--- config.mk ---
export PLATFORM = sky130hd
export DESIGN_NAME = pwvm_ram
export DESIGN_NICKNAME = d
export VERILOG_FILES = /design/src/rtl/core/pwvm_ram.sv
export SDC_FILE = /design/constraint.sdc
export NUM_CORES = 2
export LEC_CHECK = 0
export BUFFER_PORTS_ARGS = -buffer_cell sky130_fd_sc_hd__buf_2
export CAP_MARGIN = 25
export CELL_PAD_IN_SITES_DETAIL_PLACEMENT = 1
export CELL_PAD_IN_SITES_GLOBAL_PLACEMENT = 1
export CORE_AREA = 4 4 482 484
export CTS_BUF_LIST = sky130_fd_sc_hd__clkbuf_4 sky130_fd_sc_hd__clkbuf_8
export CTS_CLUSTER_DIAMETER = 150
export CTS_CLUSTER_SIZE = 28
export DETAILED_ROUTE_END_ITERATION = 6
export DIE_AREA = 0 0 486 488
export PLACE_DENSITY_LB_ADDON = 0.1
export SLEW_MARGIN = 10
export SYNTH_ARGS = -nofsm -noshare
export SYNTH_HDL_FRONTEND = slang
export SYNTH_SLANG_ARGS = --single-unit
--- constraint.sdc ---
create_clock -name clk -period 2.6 [get_ports clk]
set_input_delay 0.26 -clock clk [delete_from_list [all_inputs] [get_ports clk]]
set_output_delay 0.26 -clock clk [all_outputs]
set_load 0.02 [all_outputs]
--- src/rtl/core/pwvm_ram.sv ---
// Generic single-port-write, registered-read RAM for wave and envelope samples.
`timescale 1ns / 1ps

module pwvm_ram #(
	parameter int DEPTH = 256,
	parameter int WIDTH = 8
) (
	input  logic                     clk,
	input  logic                     wr_en,
	input  logic [$clog2(DEPTH)-1:0] wr_addr,
	input  logic [WIDTH-1:0]         wr_data,
	input  logic [$clog2(DEPTH)-1:0] rd_addr,
	output logic [WIDTH-1:0]         rd_data
);

	logic [WIDTH-1:0] mem [DEPTH];

	// Write on enable, read every cycle
	always_ff @(posedge clk) begin
		if (wr_en) begin
			mem[wr_addr] <= wr_data;
		end
		rd_data <= mem[rd_addr];
	end

endmodule

# Word level (Yosys, flattened, before mapping)
# Memories as Yosys holds them, arrays and structs flattened. A register that Yosys moved wholly into a read port is not among the register bits.
# Cells that the tools add are included.
[totals] register_bits=0 ramBits=2048 input_bits=26 output_inout_bits=8 elab_cells=3 memories=1
[mem_list] name="mem" words=256 word_bits=8 rd=1 rd_ports_with_merged_regs=1 write_ports=1 line_no="16" rtl="logic [WIDTH-1:0] mem [DEPTH];"
[op_classes] n_mux=2
[ops] operator="2-to-1 mux 1 bit" n=2

# Longest topological paths before layout
[depth] ltp_word=2 depth_mapped=11 depth_no_buf=6

# Least setup slack after synthesis
# Ideal clock, no wire load.
[synth_timing] kind="input-to-reg" start="in rd_addr[0]" end="reg rd_data[2], read port of mem" setup_ps=131 t_arrival_ps=2067 required_time_ps=2469 slack_ps=402 path_stages=9 path_buffers=4 path_cell_list="buf_6 > buf_12 > buf_8 > buf_2 > mux4_2 > a22oi_1 > a21oi_1 > nor4_1 > nor4_2"
[synth_lines] element="start: declaration" line_no="12" rtl="input logic [$clog2(DEPTH)-1:0] rd_addr,"
[synth_lines] element="end: declaration" line_no="13" rtl="output logic [WIDTH-1:0] rd_data"

==> results.cfg <==
[placed_design]
gp_congestion = 0.7784
dp_hpwl_um = 154400
placed_cell_area_sq_um = 88360
portBuffers = 33
dp.cells = 7235

[yosys]
synth_area_per_cell_sq_um = 21.31
synth_cell_types = 55
yosysSeqAreaShare = 0.7750
ys_ff_latch = 2056
synth_cells = 3733
ys_async_sr_fraction = 0
synth_top_area_frac = 0.7730
synth_nets = 3759
synth_ff_type = edfxtp_1
ys_warn_count = 0
synth_area_leaders = edfxtp_1 77%, mux4_2 13%, mux2i_1 1.7%, nor2_1 1.3%, a22oi_1 1.3%
synth_edf_count = 2048
synth_area_sq_um = 79560
synth_top_cell_by_area = edfxtp_1

[pwr]
p_leak_nw = 28.14
peakVddDrop_uv = 380.9
power.density_nw_per_um2 = 599.6

[finish]
area_growth_pct = 13.23
nets = 4348
stdcell_count = 7374
seq_area_sq_um = 61660
fillers = 21630
fin_area_sq_um = 90080
multiInputGateArea_sq_um = 16630
drive_above_1_share = 0.3073

[grt]
track_usage = 0.1954
grt_overflow_total = 0
grt_pass1_wl_um = 329200
grt_pass1_vias = 41770
grt_max_degree = 84
grt_antenna_before_repair = 18

[setup_path]
critPathKind = reg -> reg
worstSetupEndpointType = flip-flop
worstPathMaxFanout = 1
cp-start-kind = flip-flop
worstSetupStartpoint = mem[27][3]$_DFFE_PP_
r2r_start = mem[27][3]$_DFFE_PP_
critPathRequiredTime_ns = 3.45
cp.arrival_ns = 3.40

[drt]
drtIter0Drc = 4211
via_per_inst = 5.367
wl_per_cell_um = 31.64
wirelength_um = 233300
drcViolationCount = 0
route.vias.total = 39580
ant_nets = 0
detailedRoute.firstPassIterationCount = 7

[floorplanning]
design.core.area_sq_um = 227300
die_w_um = 486
rows = 175
start_util = 0.3500
ios = 34
dieArea_sq_um = 237200
fp.dieH_um = 488

[timing]
slew_headroom = 0.4132
layout_min_cycle_time_ns = 2.549
fmax_mhz = 392.4
worst_pin_slew_ns = 0.8803
slew_viol_final = 0
rsz0062_at_grt = no
finClkSkew_ns = 0.07373
worst_hold_slack_ns = 0.1085
timing.final.crit_share = 0.9803
hold_violations = 0
fin_setup_tns_ns = 0
setup_viol = 0

[worst_hold_path]
hold_path_class = in -> reg
holdCritStartpoint = wr_addr[6]

[clock_tree]
clk_pin_slew_ns = 0.18
clock-sinks = 2056
cts_tree = done
cts_setup_buffers = 0
cts_buffer_depth = 3
cts_root_buf = clkbuf_8
cts_buffers = 83
cts_htree_levels = 3
insertion_delay_ns = 0.93

[outcome]
status = finished clean

[flow_run]
max_cap_violations = 0
-- cell type report --
type / count / share of cell area
well taps: 3009 / 0.04179
clock buffers: 120 / 0.01604
clock inverters: 3 / 0.0005972
repair buffers: 737 / 0.07224
inverters: 2 / 0.00008334
flip-flops and latches: 2056 / 0.6845
diodes: 5 / 0.0001389
multi-input cells: 1442 / 0.1846
-- registers in the layout (all words and copies together) (netlist names) --
signal	count
mem	2048
rd_data	8
-- layer usage --
| layer | global-route usage | vias up | share of wire |
|---|---|---|---|
| met4 | 0.03533 | 6 | 0.016 |
| met1 | 0.2838 | 21930 | 0.45 |
| li1 | - | 16670 | - |
| met5 | 0 | - | 0.00015 |
| met3 | 0.02197 | 170 | 0.044 |
| met2 | 0.3225 | 799 | 0.49 |
-- worst max-delay path: stages (launching register included) --
cell and delay, ns:
edfxtp_1 0.40, mux4_2 0.51, a22o_1 0.29, a221oi_1 0.33, buf_4 0.18, o221ai_1 0.14, a211oi_2 0.41, buf_4 0.19
nor4_1 0.04
-- cells in the final DEF, fill, tap and decap left out, types with 3 or more instances in the layout --
cell type / Yosys / layout
a211oi_1: 16 / 15
a21oi_1: 96 / 96
a221oi_1: 13 / 11
a221oi_4: 0 / 3
a22o_1: 8 / 8
a22oi_1: 133 / 133
and2_1: 6 / 5
buf_12: 8 / 74
buf_2: 31 / 23
buf_4: 27 / 618
buf_8: 13 / 10
clkbuf_4: 0 / 33
clkbuf_8: 0 / 87
dfxtp_1: 8 / 8
diode_2: 0 / 5
dlygate4sd3_1: 0 / 11
edfxtp_1: 2048 / 2048
mux2i_1: 134 / 134
mux4_2: 454 / 454
nand2_1: 33 / 33
nand2b_1: 8 / 8
nand3_1: 34 / 28
nand3_2: 0 / 6
nand4_1: 10 / 10
nor2_1: 282 / 279
nor2_4: 0 / 3
nor2b_1: 31 / 28
nor2b_4: 0 / 3
nor3_1: 22 / 20
nor4_1: 24 / 19
nor4_2: 3 / 7
o211ai_1: 10 / 10
o21ai_0: 10 / 10
o221ai_1: 46 / 46
o22a_1: 5 / 5
o22ai_1: 28 / 28
o32ai_1: 4 / 3
or2_2: 4 / 4
-- per-stage QoR --
stage                     total power [mW]  utilization  worst slack, ns
after global placement               41.38       0.3887           -1.430
after floorplan                      39.07            -           0.4021
after global routing                 55.99       0.3963          0.02806
after CTS                            54.74       0.3963          0.01177
final                                54.02       0.3964          0.05130
after detailed placement             41.41       0.3888           -1.458
-- path summary, 6_finish.rpt --
check	to	slack, ns	cells past startpoint
setup / recovery	rd_data[3]$_DFF_P_	0.05	8
hold / removal	mem[22][3]$_DFFE_PP_	0.11	4
setup reg to reg	rd_data[3]$_DFF_P_	0.05	8
hold reg to reg	rd_data[4]$_DFF_P_	1.15	5
-- timing repair --
item | CTS | global route
hold endpoints to repair | 1115 | 0
hold buffers | 11 | 0
gates resized for setup | 13 | 0
setup endpoints to repair | 5 | 0
-- logic make-up after synthesis --
kind of cell | after synthesis | synth area share
AO/OA/AOI/OAI | 385 | 0.03419
buffers and inverters | 235 | 0.01831
flip-flops | 2056 | 0.7750
multiplexers | 591 | 0.1462
AND/OR/NAND/NOR | 466 | 0.02628
-- Yosys cell counts, types with 3 or more instances --
library cell / number
buf_8: 13
nand2_1: 33
o221ai_1: 46
dfxtp_1: 8
nor4_2: 3
mux2i_1: 134
a221oi_1: 13
nor2b_1: 31
a211oi_1: 16
a21oi_1: 96
edfxtp_1: 2048
nor3_1: 22
a22oi_1: 133
nand4_1: 10
o211ai_1: 10
or2_2: 4
nor4_1: 24
nand2b_1: 8
and2_1: 6
o21ai_0: 10
a22o_1: 8
clkbuf_1: 111
buf_12: 8
nand3_1: 34
mux4_2: 454
buf_2: 31
o22ai_1: 28
buf_1: 22
o22a_1: 5
buf_6: 21
buf_4: 27
nor2_1: 282
o32ai_1: 4
-- power breakdown --
| group | internal (mW) | switching, mW | total, mW |
|---|---|---|---|
| combinational | 1.55 | 2.50 | 4.05 |
| clock | 3.69 | 9.72 | 13.4 |
| sequential | 36.5 | 0.0702 | 36.6 |
| total | 41.7 | 12.3 | 54.0 |
No activity file was read; power rests on OpenSTA's default activity.
