### src/rtl/core/pwvm_pkg.sv
// Shared constants, types and register codes of the polyphonic wavetable voice mixer.
`timescale 1ns / 1ps

package pwvm_pkg;

	// Sizes of the voice set and the two sample memories
	localparam int VOICES     = 8;
	localparam int WAVE_DEPTH = 4096;
	localparam int ENV_DEPTH  = 256;

	localparam int VIDX_W  = (VOICES > 1) ? $clog2(VOICES) : 1;
	localparam int WAVE_AW = $clog2(WAVE_DEPTH);
	localparam int ENV_AW  = $clog2(ENV_DEPTH);

	// Field widths
	localparam int OP_W    = 3;
	localparam int INC_W   = 16;
	localparam int ADDR_W  = 12;
	localparam int SAMP_W  = 16;
	localparam int LEVEL_W = 8;
	localparam int EIDX_W  = 8;
	localparam int POS_W   = 20;
	localparam int PINT_W  = 12;
	localparam int FRAC_W  = 8;
	localparam int LEN_W   = 13;
	localparam int ELEN_W  = 9;
	localparam int MIX_W   = 19;
	localparam int PROD_W  = SAMP_W + LEVEL_W + 1;
	localparam int SCL_W   = PROD_W - FRAC_W;
	localparam int ACC_W   = MIX_W + 1;
	localparam int CFG_IW  = 2;

	// Rounding bias for truncation toward zero of a negative product
	localparam logic [PROD_W-1:0] ROUND_BIAS = PROD_W'(8'hFF);

	localparam logic signed [ACC_W-1:0] MIX_MAX = ACC_W'(262143);
	localparam logic signed [ACC_W-1:0] MIX_MIN = -ACC_W'(262144);

	// Operation codes
	typedef enum logic [OP_W-1:0] {
		OP_NOTE_ON   = 3'd0,
		OP_SAMPLE    = 3'd1,
		OP_ENV_TICK  = 3'd2,
		OP_WRITE_WAV = 3'd3,
		OP_WRITE_ENV = 3'd4
	} op_t;

	// Configuration register indexes
	typedef enum logic [CFG_IW-1:0] {
		CFG_WAVE_LEN   = 2'd0,
		CFG_LOOP_LEN   = 2'd1,
		CFG_ATTACK_LEN = 2'd2,
		CFG_ENV_LEN    = 2'd3
	} cfg_idx_t;

	// One voice entry
	typedef struct packed {
		logic [INC_W-1:0]   inc;
		logic [POS_W-1:0]   pos;
		logic [LEVEL_W-1:0] level;
		logic [EIDX_W-1:0]  eidx;
	} voice_t;

	// Write port of the voice memory
	typedef struct packed {
		logic              en;
		logic [VIDX_W-1:0] addr;
		voice_t            data;
	} voice_wr_t;

endpackage

### src/rtl/core/pwvm_voice_ram.sv
// Voice state memory: one entry per voice, entries read as zero until written.
`timescale 1ns / 1ps

module pwvm_voice_ram (
	input  logic                      clk,
	input  logic                      arst_n,
	input  pwvm_pkg::voice_wr_t       wr,
	input  logic [pwvm_pkg::VIDX_W-1:0] rd_addr,
	output pwvm_pkg::voice_t          rd_data
);

	pwvm_pkg::voice_t             mem [pwvm_pkg::VOICES];
	logic [pwvm_pkg::VOICES-1:0]  valid_q;

	// Mark entries written since reset
	always_ff @(posedge clk or negedge arst_n) begin
		if (!arst_n) begin
			valid_q <= '0;
		end else if (wr.en) begin
			valid_q[wr.addr] <= 1'b1;
		end
	end

	// Store the entry and return registered read data
	always_ff @(posedge clk) begin
		if (wr.en) begin
			mem[wr.addr] <= wr.data;
		end
		rd_data <= valid_q[rd_addr] ? mem[rd_addr] : '0;
	end

endmodule

### config.mk
export PLATFORM = sky130hd
export DESIGN_NAME = pwvm_voice_ram
export DESIGN_NICKNAME = d
export VERILOG_FILES = /design/src/rtl/core/pwvm_pkg.sv /design/src/rtl/core/pwvm_voice_ram.sv
export SDC_FILE = /design/constraint.sdc
export NUM_CORES = 1
export LEC_CHECK = 0
export BUFFER_PORTS_ARGS = -buffer_cell sky130_fd_sc_hd__buf_2
export CORE_AREA = 2 2 262 161
export CTS_BUF_LIST = sky130_fd_sc_hd__clkbuf_8
export CTS_CLUSTER_SIZE = 25
export DETAILED_ROUTE_END_ITERATION = 16
export DIE_AREA = 0 0 264 163
export PLACE_DENSITY = 0.65
export SLEW_MARGIN = 0
export SYNTH_ARGS = -nofsm -noshare
export SYNTH_HDL_FRONTEND = slang
export SYNTH_SLANG_ARGS = --single-unit
### constraint.sdc
create_clock -name clk -period 1.8 [get_ports clk]
set_input_delay 0.36 -clock clk [delete_from_list [all_inputs] [get_ports clk]]
set_output_delay 0.36 -clock clk [all_outputs]
set_load 0.03 [all_outputs]
Yosys cells after proc, flatten, opt, wreduce, memory -nomap -nowiden:

Memories as Yosys holds them, arrays and structs flattened. A register that Yosys moved wholly into a read port is not among the register bits.
Cells that the tools add are included.

* reduce and logical (&&, ||, !) cells: 2
* order comparisons: 3
* bitwise logic cells: 1
* muxes and demuxes: 6

Operator list (count)
* $lt 3x4->1 const B: 2
* $or 8x8->8: 1
* $mux 1: 4
* $bmux 1 s3: 1
* $demux 1 s3: 1
* $ge 3x1->1 const B: 1
* $logic_and 1x1->1: 1
* $logic_not 1->1: 1

* input port bits: 61
* output and inout bits: 52
* memory bits (writable): 416
* flip-flop bits (word level): 8
* logic and storage cells: 14
* memories kept: 1

Memory list
* mem: depth 8, bits a word 52, rd ports 1, clocked after memory_dff 1, wr ports 1, line pwvm_voice_ram.sv:12 `pwvm_pkg::voice_t mem [pwvm_pkg::VOICES];`

Longest topological paths before layout:

* word-level depth: 5
* depth in mapped cells: 6
* gate-level depth less buffers: 3

Least setup slack after synthesis:

No wires, ideal clock.

* kind: input to register
* start point: input wr[52] (netlist bit)
* end point: register valid_q[0] (netlist bit)
* library setup time: 0.087 ns
* setup slack: -2.845 ns
* arrival time: 4.559 ns
* path buffers: 0
* required time: 1.713 ns
* stages on the path: 3
* cells stage by stage: nand2b_1 -> nor3_1 -> or2_2

* word-level cells in the longest chain between the ends: 5
* elaborated cells between the ends (all ways): 6
* classes of those cells: 2 x order compare; 2 x mux; 1 x bitwise; 1 x reduce/logical

RTL lines
* from (decl): line pwvm_voice_ram.sv:7 `input pwvm_pkg::voice_wr_t wr,`
* $lt 3x4->1 (implied by the code) / $ge 3x1->1 (equally long branches): line pwvm_voice_ram.sv:20 `valid_q[wr.addr] <= 1'b1;`
* $logic_and 1x1->1 (implied by the code): line pwvm_voice_ram.sv:20
* $mux 1 (implied by the code): line pwvm_voice_ram.sv:20
* $demux 1 s3 *: line pwvm_voice_ram.sv:20
* $or 8x8->8 (no source line) *
* to (signal assigned): line pwvm_voice_ram.sv:18 `valid_q <= '0;`
* to (signal, indexed assignment): line pwvm_voice_ram.sv:20
* to (decl): line pwvm_voice_ram.sv:13 `logic [pwvm_pkg::VOICES-1:0] valid_q;`

Mark *: on every way between the ends. The rest lies on a longest branch, timed or not.
A chain may end at the register's enable or synchronous reset.

Final worst setup path:

* start point: register valid_q[7] (netlist bit)
* end point: register rd_data[18] (netlist name)

* word-level cells in the longest chain between the ends: 3

RTL lines
* $bmux 1 s3: line pwvm_voice_ram.sv:29 `rd_data <= valid_q[rd_addr] ? mem[rd_addr] : '0;`
* $mux 1 (implied by the code): line pwvm_voice_ram.sv:29
* $logic_not 1->1 (no source line)

Every way passes these cells. The select of a mux whose other input is x is not followed.

==> results.json <==
{
  "r2r-end": "rd_data[18]",
  "rsz0062_at_grt": "no",
  "combPwrFrac_pct": 8.2,
  "hpwl_um": 19600,
  "path_class": "reg2reg",
  "num_vias": 7958,
  "min_path_type": "in2reg",
  "antenna_found_initial": 3,
  "yosysWarningCount": 0,
  "crit_required_ps": 2290,
  "grt_usage_pct": 16.4,
  "die_h_um": 163,
  "netlist.area_leader.share_pct": 72.5,
  "htreeDepth": 3,
  "worst_hold_slack_ps": 53.7,
  "syn2layout_area_growth_pct": 21.1,
  "finalSetupViolCount": 0,
  "cts.sinks": 476,
  "tightest_slew_ps": 511,
  "ctsHoldBuffers": 48,
  "cts_resized": 0,
  "setup_slack_ps": 173,
  "syn_nets": 804,
  "cts_root_buf": "clkbuf_8",
  "drive_gt1_share_pct": 37.0,
  "seqPwrFrac_pct": 55.9,
  "grt_max_degree": 54,
  "cts_tree": "built",
  "leakagePower_nw": 7.23,
  "place.gp.congestion": 0.706,
  "dieWidth_um": 264,
  "finClkSkew_ps": 28.1,
  "syn_area_mm2": 0.0172,
  "rows": 58,
  "slew-limit-headroom_pct": 65.9,
  "drv_slew": 0,
  "crit_path_start_kind": "flip-flop",
  "overflow": 0,
  "register_area_mm2": 0.0137,
  "drt_iter0_markers": 676,
  "ant_nets": 0,
  "p_clk_share_pct": 35.9,
  "rrSetupSlack_ps": 170,
  "core-area_mm2": 0.0409,
  "max_freq_ghz": 0.615,
  "io_buffer_count": 112,
  "first_global_vias": 8460,
  "die_area_mm2": 0.0430,
  "viasPerCell": 5.03,
  "yosys.area.top_type": "edfxtp_1",
  "final_core_util_pct": 51.0,
  "synth-seq-cells": 476,
  "finalHoldViolations": 0,
  "finalNetCount": 1046,
  "p_per_area_mw_per_mm2": 1080,
  "yosysSeqAreaShare_pct": 79.7,
  "layout_commonest_cell": "edfxtp_1",
  "crit_end": "rd_data[18]",
  "cp-startpoint": "valid_q[7]",
  "multi_input_area_mm2": 0.00335,
  "fin_crit_ps": 1630,
  "fin_crit_sh_pct": 90.4,
  "final_cell_mix": "edfxtp_1 (416), buf_2 (109), mux4_2 (106)",
  "clk_latency_ps": 620,
  "routed_wirelength_um": 34100,
  "end_kind": "flip-flop",
  "status": "complete, no violations",
  "p_int_mw": 17.3,
  "cap_violations": 0,
  "syn_inst": 743,
  "regToRegStartpoint": "valid_q[7]",
  "syn_avg_cell_area_um2": 23.2,
  "place_ws_ps": -5.82,
  "cts.path.max_buffers": 3,
  "io_pins": 113,
  "initial_utilization_pct": 42.1,
  "ff2ff_path_depth": 5,
  "sw_frac_of_total_pct": 23.2,
  "power_switching_mw": 5.24,
  "dp.cells": 1405,
  "clk_pin_slew_ps": 60,
  "dr.pass1.iters": 5,
  "synth.distinct_cells": 17,
  "cp.arrival_ps": 2110,
  "irDropWorstVdd_uv": 471,
  "cts_buffers": 70,
  "drt-wirelength-per-cell_um": 21.5,
  "grt_pass1_wl_um": 52000,
  "layout.cells.non_filler": 1583,
  "fillCellCount": 3261,
  "drcViolationCount": 0,
  "synth_area_leaders": "edfxtp_1 (73%), mux4_2 (14%), dfxtp_1 (6.0%)",
  "crit_fanout": 14,
  "post-cts-setup-buffers": 0
}
[how the worst min path moves through the flow]
stage	to	slack, ps	cells past startpoint	start
final	mem[0][18]	50	1	wr[18]
after global routing	mem[6][16]	20	1	wr[16]
after CTS	mem[0][18]	1	1	wr[18]
after detailed placement	valid_q[2]	210	1	arst_n
after global placement	valid_q[2]	210	1	arst_n
after floorplan	valid_q[0]	60	0	arst_n
[cells by family after synthesis]
| group | Yosys count | share of synthesized area [%] |
|---|---|---|
| and+or+nand+nor | 73 | 1.91 |
| muxes | 159 | 17.0 |
| buffers and inverters | 35 | 1.34 |
| DFF | 476 | 79.7 |
[registers in the layout, indices dropped and copies added, names as in the netlist]
signal,flops
mem,416
rd_data,52
valid_q,8
[power groups by stage]
stage / Clock, mW / Sequential, mW / Combinational, mW
6_report: 8.11 / 12.6 / 1.84
5_1_grt: 8.87 / 12.7 / 1.98
4_1_cts: 8.36 / 12.6 / 1.88
3_5_place_dp: 0 / 12.9 / 1.78
3_3_place_gp: 0 / 12.9 / 1.76
2_1_floorplan: 0 / 13.2 / 0.750
[critical path: stages, from the launching register on]
cell and delay (ps):
dfrtp_1 380, mux4_2 510, mux2i_4 200, buf_4 180, buf_12 150, nor2_1 60
[per-layer routing]
layer | GRT usage, % | routed length, µm
met1 | 23.8 | 15900
met2 | 24.7 | 15800
met3 | 4.23 | 1820
met4 | 4.47 | 583
met5 | 0 | 27
[cell usage after synthesis (all sizes together)]
cell type and count:
buf 26, clkbuf 9, dfrtp 8, dfxtp 52
edfxtp 416, mux2i 53, mux4 106, nand2 2
nand2b 3, nor2 58, nor3 2, or2 8
[through the flow]
step	cell area [µm²]	TNS [ps]	power, mW
final	20900	0	22.6
after global routing	20900	0	23.5
after CTS	20900	0	22.9
after detailed placement	19000	-5.82	14.6
after global placement	19000	0	14.6
after floorplan	17300	-43440	13.9
[area by class of cell]
class | count | share of cell area, %
repair buffers | 205 | 8.48
clock inverters | 50 | 1.15
well taps | 540 | 3.24
clock buffers | 79 | 5.21
flip-flops and latches | 476 | 65.8
multi-input cells | 232 | 16.1
diodes | 1 | 0.0120
Power figures use the tool's default switching activity.
